### config.mk
export PLATFORM = sky130hd
export DESIGN_NAME = positional_byte_list_core
export DESIGN_NICKNAME = d
export VERILOG_FILES = /design/src/rtl/pbl_pkg.sv /design/src/rtl/pbl_cell.sv /design/src/rtl/positional_byte_list_core.sv
export SDC_FILE = /design/constraint.sdc
export NUM_CORES = 1
export LEC_CHECK = 0
export CAP_MARGIN = 20
export CELL_PAD_IN_SITES_DETAIL_PLACEMENT = 0
export CELL_PAD_IN_SITES_GLOBAL_PLACEMENT = 1
export CORE_MARGIN = 5
export CORE_UTILIZATION = 40
export CTS_CLUSTER_DIAMETER = 100
export DETAILED_ROUTE_END_ITERATION = 12
export DONT_BUFFER_PORTS = 1
export GPL_TIMING_DRIVEN = 1
export PLACE_DENSITY = 0.71
export SLEW_MARGIN = 0
export SYNTH_ARGS = -nofsm -noshare
export SYNTH_HDL_FRONTEND = slang
export SYNTH_SLANG_ARGS = --single-unit
export TNS_END_PERCENT = 50
### constraint.sdc
create_clock -name clk -period 12.1 [get_ports clk]
set_input_delay 1.21 -clock clk [delete_from_list [all_inputs] [get_ports clk]]
set_output_delay 1.21 -clock clk [all_outputs]
set_load 0.1 [all_outputs]
### src/rtl/pbl_pkg.sv
`timescale 1ns / 1ps
// ----------------------------------------------------------------------------
// pbl_pkg
// Widths, operation and status codes, and the words passed along the cell
// chain of the positional byte list.
// ----------------------------------------------------------------------------
package pbl_pkg;

	localparam int OP_W   = 2;
	localparam int POS_W  = 5;
	localparam int DATA_W = 8;
	localparam int STAT_W = 2;

	localparam logic [OP_W-1:0] OP_INSERT = 2'd0;
	localparam logic [OP_W-1:0] OP_DELETE = 2'd1;
	localparam logic [OP_W-1:0] OP_READ   = 2'd2;
	localparam logic [OP_W-1:0] OP_FIND   = 2'd3;

	localparam logic [STAT_W-1:0] ST_OK        = 2'd0;
	localparam logic [STAT_W-1:0] ST_RANGE     = 2'd1;
	localparam logic [STAT_W-1:0] ST_NOT_FOUND = 2'd2;

	// shift control broadcast to every cell
	typedef struct packed {
		logic              ins;
		logic              del;
		logic [POS_W-1:0]  tgt;
		logic [DATA_W-1:0] value;
	} shift_ctl_t;

	// query word walking the chain, one cell per cycle
	typedef struct packed {
		logic              vld;
		logic              find;
		logic [POS_W-1:0]  tgt;
		logic [DATA_W-1:0] value;
		logic              hit;
		logic [DATA_W-1:0] data;
		logic [POS_W-1:0]  found;
	} query_t;

endpackage

### src/rtl/pbl_cell.sv
`timescale 1ns / 1ps
// ----------------------------------------------------------------------------
// pbl_cell
// One list entry: holds a byte, shifts with its neighbors on insert and
// delete, and checks the passing query word before handing it on.
// ----------------------------------------------------------------------------
module pbl_cell #(
	parameter int CAPACITY = 16,
	parameter int IDX      = 0
) (
	input  logic                           clk,
	input  logic                           arst_n,
	input  pbl_pkg::shift_ctl_t            ctl_i,
	input  logic [pbl_pkg::DATA_W-1:0]     left_i,
	input  logic [pbl_pkg::DATA_W-1:0]     right_i,
	input  logic [$clog2(CAPACITY+1)-1:0]  count_i,
	input  pbl_pkg::query_t                qry_i,
	output logic [pbl_pkg::DATA_W-1:0]     byte_o,
	output pbl_pkg::query_t                qry_o
);
	import pbl_pkg::*;

	localparam int CW = $clog2(CAPACITY + 1);
	localparam int MW = (CW > POS_W) ? CW : POS_W;
	localparam logic [MW-1:0] IDX_M = MW'(IDX);

	logic [DATA_W-1:0] byte_q;
	query_t            qry_q;
	query_t            qry_nxt;
	logic [MW-1:0]     shift_tgt;
	logic [MW-1:0]     qry_tgt;

	assign shift_tgt = MW'(ctl_i.tgt);
	assign qry_tgt   = MW'(qry_i.tgt);

	always_ff @(posedge clk) begin
		if (ctl_i.ins) begin
			if (IDX_M == shift_tgt) begin
				byte_q <= ctl_i.value;
			end else if (IDX_M > shift_tgt) begin
				byte_q <= left_i;
			end
		end else if (ctl_i.del && IDX_M >= shift_tgt) begin
			byte_q <= right_i;
		end
	end

	always_comb begin
		qry_nxt = qry_i;
		if (qry_i.vld && !qry_i.hit && CW'(IDX) < count_i) begin
			if (qry_i.find) begin
				if (byte_q == qry_i.value) begin
					qry_nxt.hit   = 1'b1;
					qry_nxt.found = POS_W'(IDX + 1);
				end
			end else if (qry_tgt == IDX_M) begin
				qry_nxt.hit  = 1'b1;
				qry_nxt.data = byte_q;
			end
		end
	end

	always_ff @(posedge clk or negedge arst_n) begin
		if (!arst_n) begin
			qry_q <= '0;
		end else begin
			qry_q <= qry_nxt;
		end
	end

	assign byte_o = byte_q;
	assign qry_o  = qry_q;

endmodule

### src/rtl/positional_byte_list_core.sv
`timescale 1ns / 1ps
// Insert, and any request rejected for range or full list: result in the cycle
// after start, busy stays low, so a new word may follow every cycle.
// Read, delete and find: a query walks the chain one cell per cycle; result
// registered once the query leaves the last cell, busy high meanwhile.
// Reset clears the count, busy and the query chain; stored bytes are
// undefined until written. Results cannot be stalled by the receiver.
// ----------------------------------------------------------------------------
// positional_byte_list_core
// Ordered byte list with insert, delete, read and find at 1-based positions,
// built as a chain of entry cells.
// ----------------------------------------------------------------------------
module positional_byte_list_core #(
	parameter int CAPACITY = 16
) (
	input  logic                         clk,
	input  logic                         arst_n,
	input  logic                         start,
	output logic                         busy,
	input  logic [pbl_pkg::OP_W-1:0]     op,
	input  logic [pbl_pkg::POS_W-1:0]    position,
	input  logic [pbl_pkg::DATA_W-1:0]   value,
	output logic                         done,
	output logic [pbl_pkg::DATA_W-1:0]   data,
	output logic [pbl_pkg::POS_W-1:0]    found_position,
	output logic [pbl_pkg::POS_W-1:0]    count,
	output logic [pbl_pkg::STAT_W-1:0]   status
);
	import pbl_pkg::*;

	localparam int CW = $clog2(CAPACITY + 1);
	localparam int MW = (CW > POS_W) ? CW : POS_W;

	logic [CW-1:0]     count_q;
	logic              busy_q;
	logic              del_q;
	logic [POS_W-1:0]  del_tgt_q;
	logic              done_q;
	logic [DATA_W-1:0] data_q;
	logic [POS_W-1:0]  found_q;
	logic [STAT_W-1:0] status_q;

	logic              accept;
	logic              ins_ok;
	logic              rng_ok;
	logic              launch;
	logic              retire;
	logic [MW-1:0]     pos_m;
	logic [MW-1:0]     cnt_m;
	logic [POS_W-1:0]  tgt;
	shift_ctl_t        ctl;
	query_t            qry [CAPACITY+1];
	logic [DATA_W-1:0] bytes [CAPACITY];

	assign accept = start && !busy_q;
	assign pos_m  = MW'(position);
	assign cnt_m  = MW'(count_q);
	assign tgt    = position - POS_W'(1);
	assign ins_ok = (count_q < CW'(CAPACITY)) && (position != '0) &&
			({1'b0, pos_m} <= ({1'b0, cnt_m} + (MW+1)'(1)));
	assign rng_ok = (position != '0) && (pos_m <= cnt_m);
	assign launch = accept && ((op == OP_FIND) ||
			((op == OP_READ || op == OP_DELETE) && rng_ok));
	assign retire = qry[CAPACITY].vld;

	always_comb begin
		ctl.ins   = accept && (op == OP_INSERT) && ins_ok;
		ctl.del   = retire && del_q;
		ctl.tgt   = ctl.ins ? tgt : del_tgt_q;
		ctl.value = value;
	end

	always_comb begin
		qry[0].vld   = launch;
		qry[0].find  = (op == OP_FIND);
		qry[0].tgt   = tgt;
		qry[0].value = value;
		qry[0].hit   = 1'b0;
		qry[0].data  = '0;
		qry[0].found = '0;
	end

	for (genvar i = 0; i < CAPACITY; i++) begin : g_cell
		logic [DATA_W-1:0] left;
		logic [DATA_W-1:0] right;
		if (i == 0) begin : g_first
			assign left = bytes[i];
		end else begin : g_mid_l
			assign left = bytes[i-1];
		end
		if (i == CAPACITY - 1) begin : g_last
			assign right = bytes[i];
		end else begin : g_mid_r
			assign right = bytes[i+1];
		end
		pbl_cell #(
			.CAPACITY(CAPACITY),
			.IDX(i)
		) u_cell (
			.clk(clk),
			.arst_n(arst_n),
			.ctl_i(ctl),
			.left_i(left),
			.right_i(right),
			.count_i(count_q),
			.qry_i(qry[i]),
			.byte_o(bytes[i]),
			.qry_o(qry[i+1])
		);
	end

	always_ff @(posedge clk or negedge arst_n) begin
		if (!arst_n) begin
			count_q <= '0;
			busy_q  <= 1'b0;
			del_q   <= 1'b0;
			done_q  <= 1'b0;
		end else begin
			done_q <= 1'b0;
			if (launch) begin
				busy_q <= 1'b1;
				del_q  <= (op == OP_DELETE);
			end else if (accept) begin
				done_q <= 1'b1;
				if (ctl.ins) begin
					count_q <= count_q + CW'(1);
				end
			end
			if (retire) begin
				busy_q <= 1'b0;
				done_q <= 1'b1;
				if (del_q) begin
					count_q <= count_q - CW'(1);
				end
			end
		end
	end

	always_ff @(posedge clk) begin
		if (launch) begin
			del_tgt_q <= tgt;
		end
		if (accept && !launch) begin
			data_q   <= '0;
			found_q  <= '0;
			status_q <= ctl.ins ? ST_OK : ST_RANGE;
		end else if (retire) begin
			data_q   <= qry[CAPACITY].find ? '0 : qry[CAPACITY].data;
			found_q  <= (qry[CAPACITY].find && qry[CAPACITY].hit) ?
					qry[CAPACITY].found : '0;
			status_q <= (qry[CAPACITY].find && !qry[CAPACITY].hit) ?
					ST_NOT_FOUND : ST_OK;
		end
	end

	assign busy           = busy_q;
	assign done           = done_q;
	assign data           = data_q;
	assign found_position = found_q;
	assign count          = POS_W'(count_q);
	assign status         = status_q;

endmodule

==> flow_summary.toml, run 1 <==
[worst_setup_path]
reg2reg_slack_ns = 6.11
rr_startpoint = "count[1]"
cp.arrival_ns = 6.22
crit_type = "flop to flop"
worstPathRequired_ns = 12.32
r2r_end = "g_cell[4].u_cell.byte_o[6]"
crit_path_end = "g_cell[4].u_cell.byte_o[6]"
startpoint = "count[1]"
endpoint_kind = "flop"
cp-start-kind = "flop"
cp_max_fo = 122
reg2reg_depth = 11

[yosys]
synth_nets = 1773
yosys-top-cells-area = "dfrtp_1 (47%), edfxtp_1 (18%), mux2_2 (4.8%)"
synth.most_common_cell = "dfrtp_1"
async_flop_share = 0.745
synth.avg_cell_area_um2 = 13.3
synthCells = 1737
synth_seq_cells = 581
synth_edf_count = 135
yosys.area_share.simple = 0.121
synth_area_mm2 = 0.0232
yosys-mux-area-fraction = 0.0809
ys_seq_area_frac = 0.654
synth_top_area_cell = "dfrtp_1"
synth_ff_type = "dfrtp_1"
synth_commonest_cells = "dfrtp_1 (433), nand2_1 (192), edfxtp_1 (135)"
synth_top_family_by_area = "simple AND/OR/NAND/NOR gates"
yosysTopAreaCellShare = 0.468
synth_xor_area_frac = 0.0523
ys_warn_count = 0
synth_compound_area_frac = 0.0639
synth_adder_area_share = 0.00973
yosysUniqueCellTypes = 75

[timing]
rsz0062_at_grt = "no"
finalCritPeriodShare = 0.495
setup_violations = 0
clock_skew_ns = 0.0262
slew_headroom = -0.117
fmax_ghz = 0.167
hold_viol_final = 0
tightestPinTransition_ns = 1.68
drv_slew = 122
min_period_ns = 5.99
fin_ws_ns = 6.11
tns_ns = 0

[clock_tree]
root_buffer = "clkbuf_16"
cts_setup_buffers = 0
clk_pin_slew_ns = 0.06
cts_tree = "yes"
clockBufferDepth = 3
cts_hold_buffers = 0
htree_num_levels = 2
clock_latency_ns = 0.61
cts.sink_count = 581
cts_buffers = 56
cts_resized = 0

[detailed_routing]
drcViolationCount = 0
wl_met1_um = 23500
drtIter0Drc = 1060
viasPerCell = 5.34
vias = 13600
dr_wl_met3_um = 3430
drtPass1Iterations = 5
drt_wl_total_um = 58700
ant_nets = 0
route.top_layer_used = "met5"
wl_per_cell_um = 23.0
wl_met2_um = 28800

[placed_design]
gp_congestion = 0.893
hpwl_um = 41500
pre_cts_slack_ns = 6.27
port_buffers = 0
dp_cells = 2446
place_area_mm2 = 0.0239

[floorplan]
core_area_mm2 = 0.0575
die-area_mm2 = 0.0628
dieHeight_um = 251
start_util = 0.403
rows = 88
io_pins = 40
die_w_um = 251

[global_route]
grt_pass1_wl_um = 88300
grt_usage = 0.185
grt_max_degree = 434
grt_pass1_vias = 13900
antenna_found_initial = 2
grt_remaining_overflow = 0

[power_and_ir_drop]
irDropWorstVdd_uv = 108
powerDensity_mw_per_mm2 = 168
p_leak_nw = 11.2

[layout]
postLayoutCellArea_mm2 = 0.0257
drive_gt1_frac = 0.151
layout.nets = 1779
syn_to_final_growth_pct = 10.9
fin_util = 0.447
antenna_cells = 0
instances_no_fill = 2547

[run_status]
status = "finished with violations"
violations = "max-slew violations"

[hold_path]
worstHoldPathType = "input pin to asynchronous set/reset pin"

[run]
maxCapViolations = 0
layout make-up:
class | count | area [um^2]
timing repair buffer | 14 | 100
clock buffer | 93 | 1750
clock inverter | 4 | 21.3
inverter | 29 | 109
multi-input combinational | 1061 | 7600
fill | 5172 | 31800
sequential | 581 | 15200
tap | 765 | 957
worst min-delay path by stage:
stage / from / to / slack (ns) / cells after the start
floorplan: g_cell[10].u_cell.qry_o[24] / g_cell[11].u_cell.qry_o[24] / 0.35 / 0
global placement: g_cell[7].u_cell.qry_o[22] / g_cell[8].u_cell.qry_o[22] / 0.36 / 0
detailed placement: g_cell[1].u_cell.qry_o[22] / g_cell[2].u_cell.qry_o[22] / 0.36 / 0
CTS: arst_n / g_cell[14].u_cell.qry_o[8] / 0.27 / 0
global route: arst_n / g_cell[14].u_cell.qry_o[16] / 0.28 / 0
finish: arst_n / g_cell[15].u_cell.qry_o[8] / 0.30 / 0
power breakdown:
part / internal [mW] / switching (mW)
clock network: 0.973 / 0.703
logic: 0.118 / 0.256
registers: 2.10 / 0.154
metal layers:
metal | global-route usage | vias up
li1 | - | 6148
met1 | 0.237 | 6904
met2 | 0.305 | 422
met3 | 0.0327 | 137
met4 | 0.0898 | 2
met5 | 0 | -
layout by cell type (no fill, tap or decap), drive strengths merged, types with 3 or more instances in the layout:
cell and n:
or3 17, nor3 36, xnor2 71, dfxtp 13
or4 3, nand2 194, and2 7, inv 27
nand4 19, nand4b 6, nand2b 12, or3b 5
edfxtp 135, a21oi 43, nor2 42, clkinv 6
buf 12, nand3b 5, or2 30, clkbuf 95
mux2 106, dfrtp 433, a221o 24, a31oi 5
nor4b 5, and3 12, o211ai 23, o31ai 6
xor2 65, o211a 9, nor2b 34, nor3b 6
nand3 22, o21ai 100, ha 18, or4b 4
nor4 45, mux2i 65
registers in the layout, indices dropped and copies added (netlist names):
| name | count |
|---|---|
| done | 1 |
| count | 5 |
| status | 2 |
| data | 8 |
| g_cell.u_cell.byte_o | 128 |
| del_tgt_q | 5 |
| g_cell.u_cell.qry_o | 425 |
| found_position | 5 |
| busy | 1 |
| del_q | 1 |
through the flow:
step           hold WS [ns]  power (mW)
5_1_grt               0.275        4.46
4_1_cts               0.266        4.35
2_1_floorplan         0.345        2.51
3_5_place_dp          0.357        2.66
6_report              0.298        4.31
3_3_place_gp          0.356        2.65
cells by family after synthesis:
kind of cell / count (synthesis)
XOR/XNOR: 136
AO/OA/AOI/OAI: 227
AND/OR/NAND/NOR: 509
adder cells (fa/ha/maj): 18
multiplexers: 171
flip-flops: 581
buffers and inverters: 95
critical path, cell delays in order (launching register included):
cell      delay (ns)
dfrtp_1         1.08
inv_1           0.26
ha_1            0.38
inv_1           0.06
ha_1            0.29
nor2b_1         0.14
o211ai_1        0.09
a21oi_1         0.69
or2_4           0.59
buf_4           0.92
a41oi_1         0.33
o21bai_1        0.71
Power figures use the tool's default switching activity.
==> run 2: changes to the inputs <==
--- a/config.mk
+++ b/config.mk
@@ -5,6 +5,7 @@
 export SDC_FILE = /design/constraint.sdc
 export NUM_CORES = 1
 export LEC_CHECK = 0
+export ABC_AREA = 1
 export CAP_MARGIN = 20
 export CELL_PAD_IN_SITES_DETAIL_PLACEMENT = 0
 export CELL_PAD_IN_SITES_GLOBAL_PLACEMENT = 1
@@ -14,7 +15,7 @@
 export DETAILED_ROUTE_END_ITERATION = 12
 export DONT_BUFFER_PORTS = 1
 export GPL_TIMING_DRIVEN = 1
-export PLACE_DENSITY = 0.71
+export PLACE_DENSITY = 0.73
 export SLEW_MARGIN = 0
 export SYNTH_ARGS = -nofsm -noshare
 export SYNTH_HDL_FRONTEND = slang
==> constraint.sdc (replaced) <==
create_clock -name clk -period 6.3 [get_ports clk]
set_input_delay 0.63 -clock clk [delete_from_list [all_inputs] [get_ports clk]]
set_output_delay 0.63 -clock clk [all_outputs]
set_load 0.1 [all_outputs]
==> run 2 against run 1 <==
The flow finishes with violations (negative hold slack, max-slew violations); register-to-register slack worse by 4.4 ns; setup slack worse by 4.4 ns; sequential cell count stayed put; global-route usage is 2.1 points higher; die area is 2.4% higher; clock power is 120% higher; area after synthesis is 2.5% higher; cell count is 27% higher; worst hold slack worse by 0.60 ns; total power is 100% higher; largest power group unchanged.
==> flow_summary.toml, run 2 <==
[yosys]
yosysTopAreaCellShare = 0.457
yosys-top-cells-area = "dfrtp_1 (46%), edfxtp_1 (17%), nand2_1 (11%)"
synth_top_family_by_area = "simple AND/OR/NAND/NOR gates"
synth_edf_count = 135
ys_seq_area_frac = 0.638
synth_ff_type = "dfrtp_1"
yosys.area_share.simple = 0.209
async_flop_share = 0.745
synth_xor_area_frac = 0.0214
synth_compound_area_frac = 0.0620
synth.avg_cell_area_um2 = 9.95
synth_adder_area_share = 0.00949
ys_warn_count = 0
synth_top_area_cell = "dfrtp_1"
synthCells = 2386
synth.most_common_cell = "nand2_1"
synth_commonest_cells = "nand2_1 (717), dfrtp_1 (433), inv_1 (271)"
synth_nets = 2422
yosysUniqueCellTypes = 55
synth_seq_cells = 581
synth_area_mm2 = 0.0237
yosys-mux-area-fraction = 0.00190

[timing]
min_period_ns = 4.60
slew_headroom = -0.225
clock_skew_ns = 0.0319
tns_ns = 0
tightestPinTransition_ns = 1.84
rsz0062_at_grt = "no"
hold_viol_final = 244
fmax_ghz = 0.217
drv_slew = 164
finalCritPeriodShare = 0.730
setup_violations = 0
whs_ns = -0.298
fin_ws_ns = 1.70

[placed_design]
place_area_mm2 = 0.0245
port_buffers = 0
pre_cts_slack_ns = 1.74
dp_cells = 3113
hpwl_um = 47400
gp_congestion = 0.878

[floorplan]
die-area_mm2 = 0.0643
dieHeight_um = 254
io_pins = 40
rows = 89
start_util = 0.403
core_area_mm2 = 0.0589
die_w_um = 254

[worst_setup_path]
r2r_end = "g_cell[5].u_cell.byte_o[1]"
crit_top_cell = "nand2_1"
cp.arrival_ns = 4.97
reg2reg_slack_ns = 1.70
worstPathRequired_ns = 6.67
cp_max_fo = 64
worstPathCellList = "buf_4, nand2_1, nor2_1, xor2_1, ha_1, nand2_1, inv_2, nand2_1, nand2_1, nand2_1, nand2_2, nand2_4, nand2_4, buf_4, nand2_1, nand2_2, nand3_2, nor2_2, nand2_1, nand3_1, nand2_1"
endpoint_kind = "flop"
crit_slowest_cell = "buf_4"
path_buf_inv = 3
rr_startpoint = "count[1]"
cpLargestDelayFamily = "simple AND/OR/NAND/NOR gates"
crit_type = "flop to flop"
cp-start-kind = "flop"
reg2reg_depth = 21
slowest_delay_ns = 0.57

[clock_tree]
clock_latency_ns = 0.63
clk_pin_slew_ns = 0.06
clockBufferDepth = 3
cts_setup_buffers = 0
cts_buffers = 60
htree_num_levels = 2
cts_tree = "yes"
cts_resized = 0
cts.sink_count = 581
root_buffer = "clkbuf_16"
cts_hold_buffers = 8

[run_status]
status = "finished with violations"
violations = "negative hold slack, max-slew violations"

[detailed_routing]
drtPass1Iterations = 5
ant_nets = 0
vias = 16700
drtIter0Drc = 1608
viasPerCell = 5.15
wl_per_cell_um = 20.4
drcViolationCount = 0
drt_wl_total_um = 65900

[global_route]
antenna_found_initial = 0
grt_pass1_vias = 16900
grt_pass1_wl_um = 102000
grt_max_degree = 434
grt_usage = 0.206
grt_remaining_overflow = 0

[layout]
syn_to_final_growth_pct = 12.3
final_common_cell = "nand2_1"
fin_util = 0.453
postLayoutCellArea_mm2 = 0.0267
antenna_cells = 0
most-common-layout-cells = "nand2_1 (717), dfrtp_1 (433), inv_1 (271)"
instances_no_fill = 3235
drive_gt1_frac = 0.0865
layout.nets = 2447
largest_reg_flops = 425

[hold_path]
worstHoldPathType = "input pin to asynchronous set/reset pin"

[power_and_ir_drop]
powerDensity_mw_per_mm2 = 326
irDropWorstVdd_uv = 228
p_leak_nw = 12.7
total_power_mw = 8.69

[run]
maxCapViolations = 0
==> run 2: routing by layer <==
metal  wire, um  part of all wire  vias up  global-route usage
li1           -                 -     7741                   -
met4       1710             0.026        0              0.0602
met1      28800              0.44     8307               0.283
met2      31900              0.48      505               0.342
met3       3530             0.054      103              0.0300
met5          0                 0        -                   0
==> run 2: final cells by class <==
class,count,area [um^2]
clock buffers,89,1850
clock inverters,24,201
flip-flops and latches,581,15100
multi-input cells,1455,7210
inverters,289,1090
repair buffers,24,198
fillers,5563,32200
well taps,773,967
==> run 2: how the worst max path moves through the flow <==
stage	end	startpoint	cells past startpoint
final	g_cell[5].u_cell.byte_o[1]	count[1]	21
after global routing	g_cell[5].u_cell.byte_o[3]	count[1]	21
after CTS	g_cell[6].u_cell.byte_o[5]	count[1]	18
after detailed placement	g_cell[5].u_cell.byte_o[1]	count[1]	21
after global placement	g_cell[5].u_cell.byte_o[4]	count[1]	21
after floorplan	g_cell[6].u_cell.byte_o[0]	count[0]	17
==> run 2: power breakdown <==
part           switching (mW)  internal, mW
sequential              0.308          4.04
combinational           0.510         0.193
clock                    1.49          2.15
==> run 2: kinds of logic after synthesis <==
family | Yosys count
DFF | 581
buffers and inverters | 350
xor gates and xnor gates | 58
adders and majority gates | 18
AOI/OAI and AO/OA | 253
muxes | 4
and+or+nand+nor | 1122
==> run 3: changes to the inputs <==
--- a/config.mk
+++ b/config.mk
@@ -15,7 +15,7 @@
 export DETAILED_ROUTE_END_ITERATION = 12
 export DONT_BUFFER_PORTS = 1
 export GPL_TIMING_DRIVEN = 1
-export PLACE_DENSITY = 0.73
+export PLACE_DENSITY = 0.76
 export SLEW_MARGIN = 0
 export SYNTH_ARGS = -nofsm -noshare
 export SYNTH_HDL_FRONTEND = slang
==> constraint.sdc (replaced) <==
create_clock -name clk -period 4.2 [get_ports clk]
set_input_delay 0.42 -clock clk [delete_from_list [all_inputs] [get_ports clk]]
set_output_delay 0.42 -clock clk [all_outputs]
set_load 0.1 [all_outputs]
==> run 3 against run 2 <==
The flow finishes with violations (negative hold slack); routed wire length shrank 1.2%; fmax grew 22%; combinational power grew 59%; die area is the same; via count is essentially flat; largest cell class unchanged.
==> flow_summary.toml, run 3 (synthesis gave the netlist of run 2 again) <==
[clock_tree]
clk_pin_slew_ns = 0.07
root_buffer = "clkbuf_16"
htree_num_levels = 2
clock_latency_ns = 0.63
cts_resized = 0
cts_setup_buffers = 0
cts.sink_count = 581
cts_tree = "yes"
cts_hold_buffers = 11
cts_buffers = 58
clockBufferDepth = 3

[floorplan]
die-area_mm2 = 0.0643
io_pins = 40
rows = 89
dieHeight_um = 254
start_util = 0.403
die_w_um = 254
core_area_mm2 = 0.0589

[hold_path]
worstHoldPathType = "input pin to asynchronous set/reset pin"

[worst_setup_path]
crit_slowest_cell = "nor2_1"
slowest_delay_ns = 0.75
worstPathCellList = "inv_1, ha_1, inv_1, ha_1, nand2_1, nand2_1, nand2_1, nand2_1, nand2_1, nand2_2, nand2_4, nand2_4, clkinv_2, nor2_1, nor2_1, buf_4, inv_1, o31ai_1, buf_4"
endpoint_kind = "flop"
crit_type = "flop to flop"
cp-start-kind = "flop"
cp_max_fo = 12
crit_top_cell = "nand2_1"
cp.arrival_ns = 4.14
worstPathRequired_ns = 4.57

[timing]
tightestPinTransition_ns = 1.08
whs_ns = -0.503
drv_slew = 0
finalCritPeriodShare = 0.898
min_period_ns = 3.77
fmax_ghz = 0.265
fin_ws_ns = 0.427
setup_violations = 0
clock_skew_ns = 0.0262
rsz0062_at_grt = "no"
tns_ns = 0
slew_headroom = 0.279
hold_viol_final = 433

[layout]
final_common_cell = "nand2_1"
multi_input_area_mm2 = 0.00721
largest_reg_flops = 425
most-common-layout-cells = "nand2_1 (717), dfrtp_1 (431), inv_1 (271)"
layout.area.seq_mm2 = 0.0152
layout.nets = 2462
syn_to_final_growth_pct = 13.0
drive_gt1_frac = 0.0930
fin_util = 0.455
fillers = 5501

[placed_design]
pre_cts_slack_ns = 0.506
hpwl_um = 46800
port_buffers = 0
gp_congestion = 0.876

[detailed_routing]
dr_wl_met3_um = 3200
drtIter0Drc = 1447
ant_nets = 0
wl_met2_um = 31400
wl_met1_um = 28500
viasPerCell = 5.13
vias = 16700
drtPass1Iterations = 5
drt_wl_total_um = 65100
route.top_layer_used = "met4"
wl_per_cell_um = 20.0
drcViolationCount = 0

[power_and_ir_drop]
p_leak_nw = 12.7
total_power_mw = 13.1
irDropWorstVdd_uv = 324
powerDensity_mw_per_mm2 = 489

[global_route]
antenna_found_initial = 0
grt_max_degree = 434
grt_remaining_overflow = 0
grt_pass1_vias = 17100
grt_usage = 0.204
grt_pass1_wl_um = 102000

[run_status]
status = "finished with violations"
violations = "negative hold slack"

[run]
maxCapViolations = 0
[run 3: cell types whose count changed in the layout (fill, tap and decap cells not counted), sizes merged]
cell	delta
clkinvlp	+3
dlygate4sd3	+3
clkbuf	-9
diode	+1
inv	+1
bufinv	+3
clkinv	-3
buf	+14
[run 3: worst max-delay path, delay by kind of cell, from the launching register on]
family                     cells  cell delay [ns]
DFF                            1             0.49
and+or+nand+nor               10             1.44
buffers and inverters          6             0.84
adders and majority gates      2             0.63
AOI/OAI and AO/OA              1             0.10
[run 3: path summary, 6_finish.rpt]
check | start | endpoint | slack [ns] | cells after the start
min reg2reg | g_cell[13].u_cell.qry_o[24] | g_cell[14].u_cell.qry_o[24] | 0.36 | 0
max reg2reg | count[1] | g_cell[9].u_cell.byte_o[6] | 0.43 | 19
min | arst_n | g_cell[14].u_cell.qry_o[0] | -0.50 | 0
max | count[1] | g_cell[9].u_cell.byte_o[6] | 0.43 | 19
min in group clk | position[2] | g_cell[0].u_cell.qry_o[24] | 0.04 | 2
max in group asynchronous | arst_n | g_cell[5].u_cell.qry_o[7] | 4.02 | 0
[run 3: area by class of cell]
class / instances / area share
Sequential cell: 581 / 0.565
Antenna cell: 1 / 0.0000933
Timing Repair Buffer: 41 / 0.0125
Tap cell: 773 / 0.0361
Clock buffer: 80 / 0.0646
Inverter: 289 / 0.0406
Clock inverter: 28 / 0.0124
Multi-Input combinational cell: 1455 / 0.269
[run 3: routing by layer]
layer / vias up / track usage
met4: 0 / 0.0659
li1: 7773 / -
met3: 120 / 0.0301
met1: 8237 / 0.278
met2: 536 / 0.338
met5: - / 0
[run 3: report_power, final]
part	internal [mW]	switching (mW)
Sequential	6.06	0.437
Clock	3.27	2.24
Combinational	0.316	0.809
[run 3: metrics by stage]
| stage | instances | instance area [um^2] |
|---|---|---|
| global placement | 3128 | 24600 |
| detailed placement | 3128 | 24600 |
| finish | 3248 | 26800 |
| floorplan | 2386 | 23700 |
| global route | 3247 | 26800 |
| CTS | 3247 | 26800 |
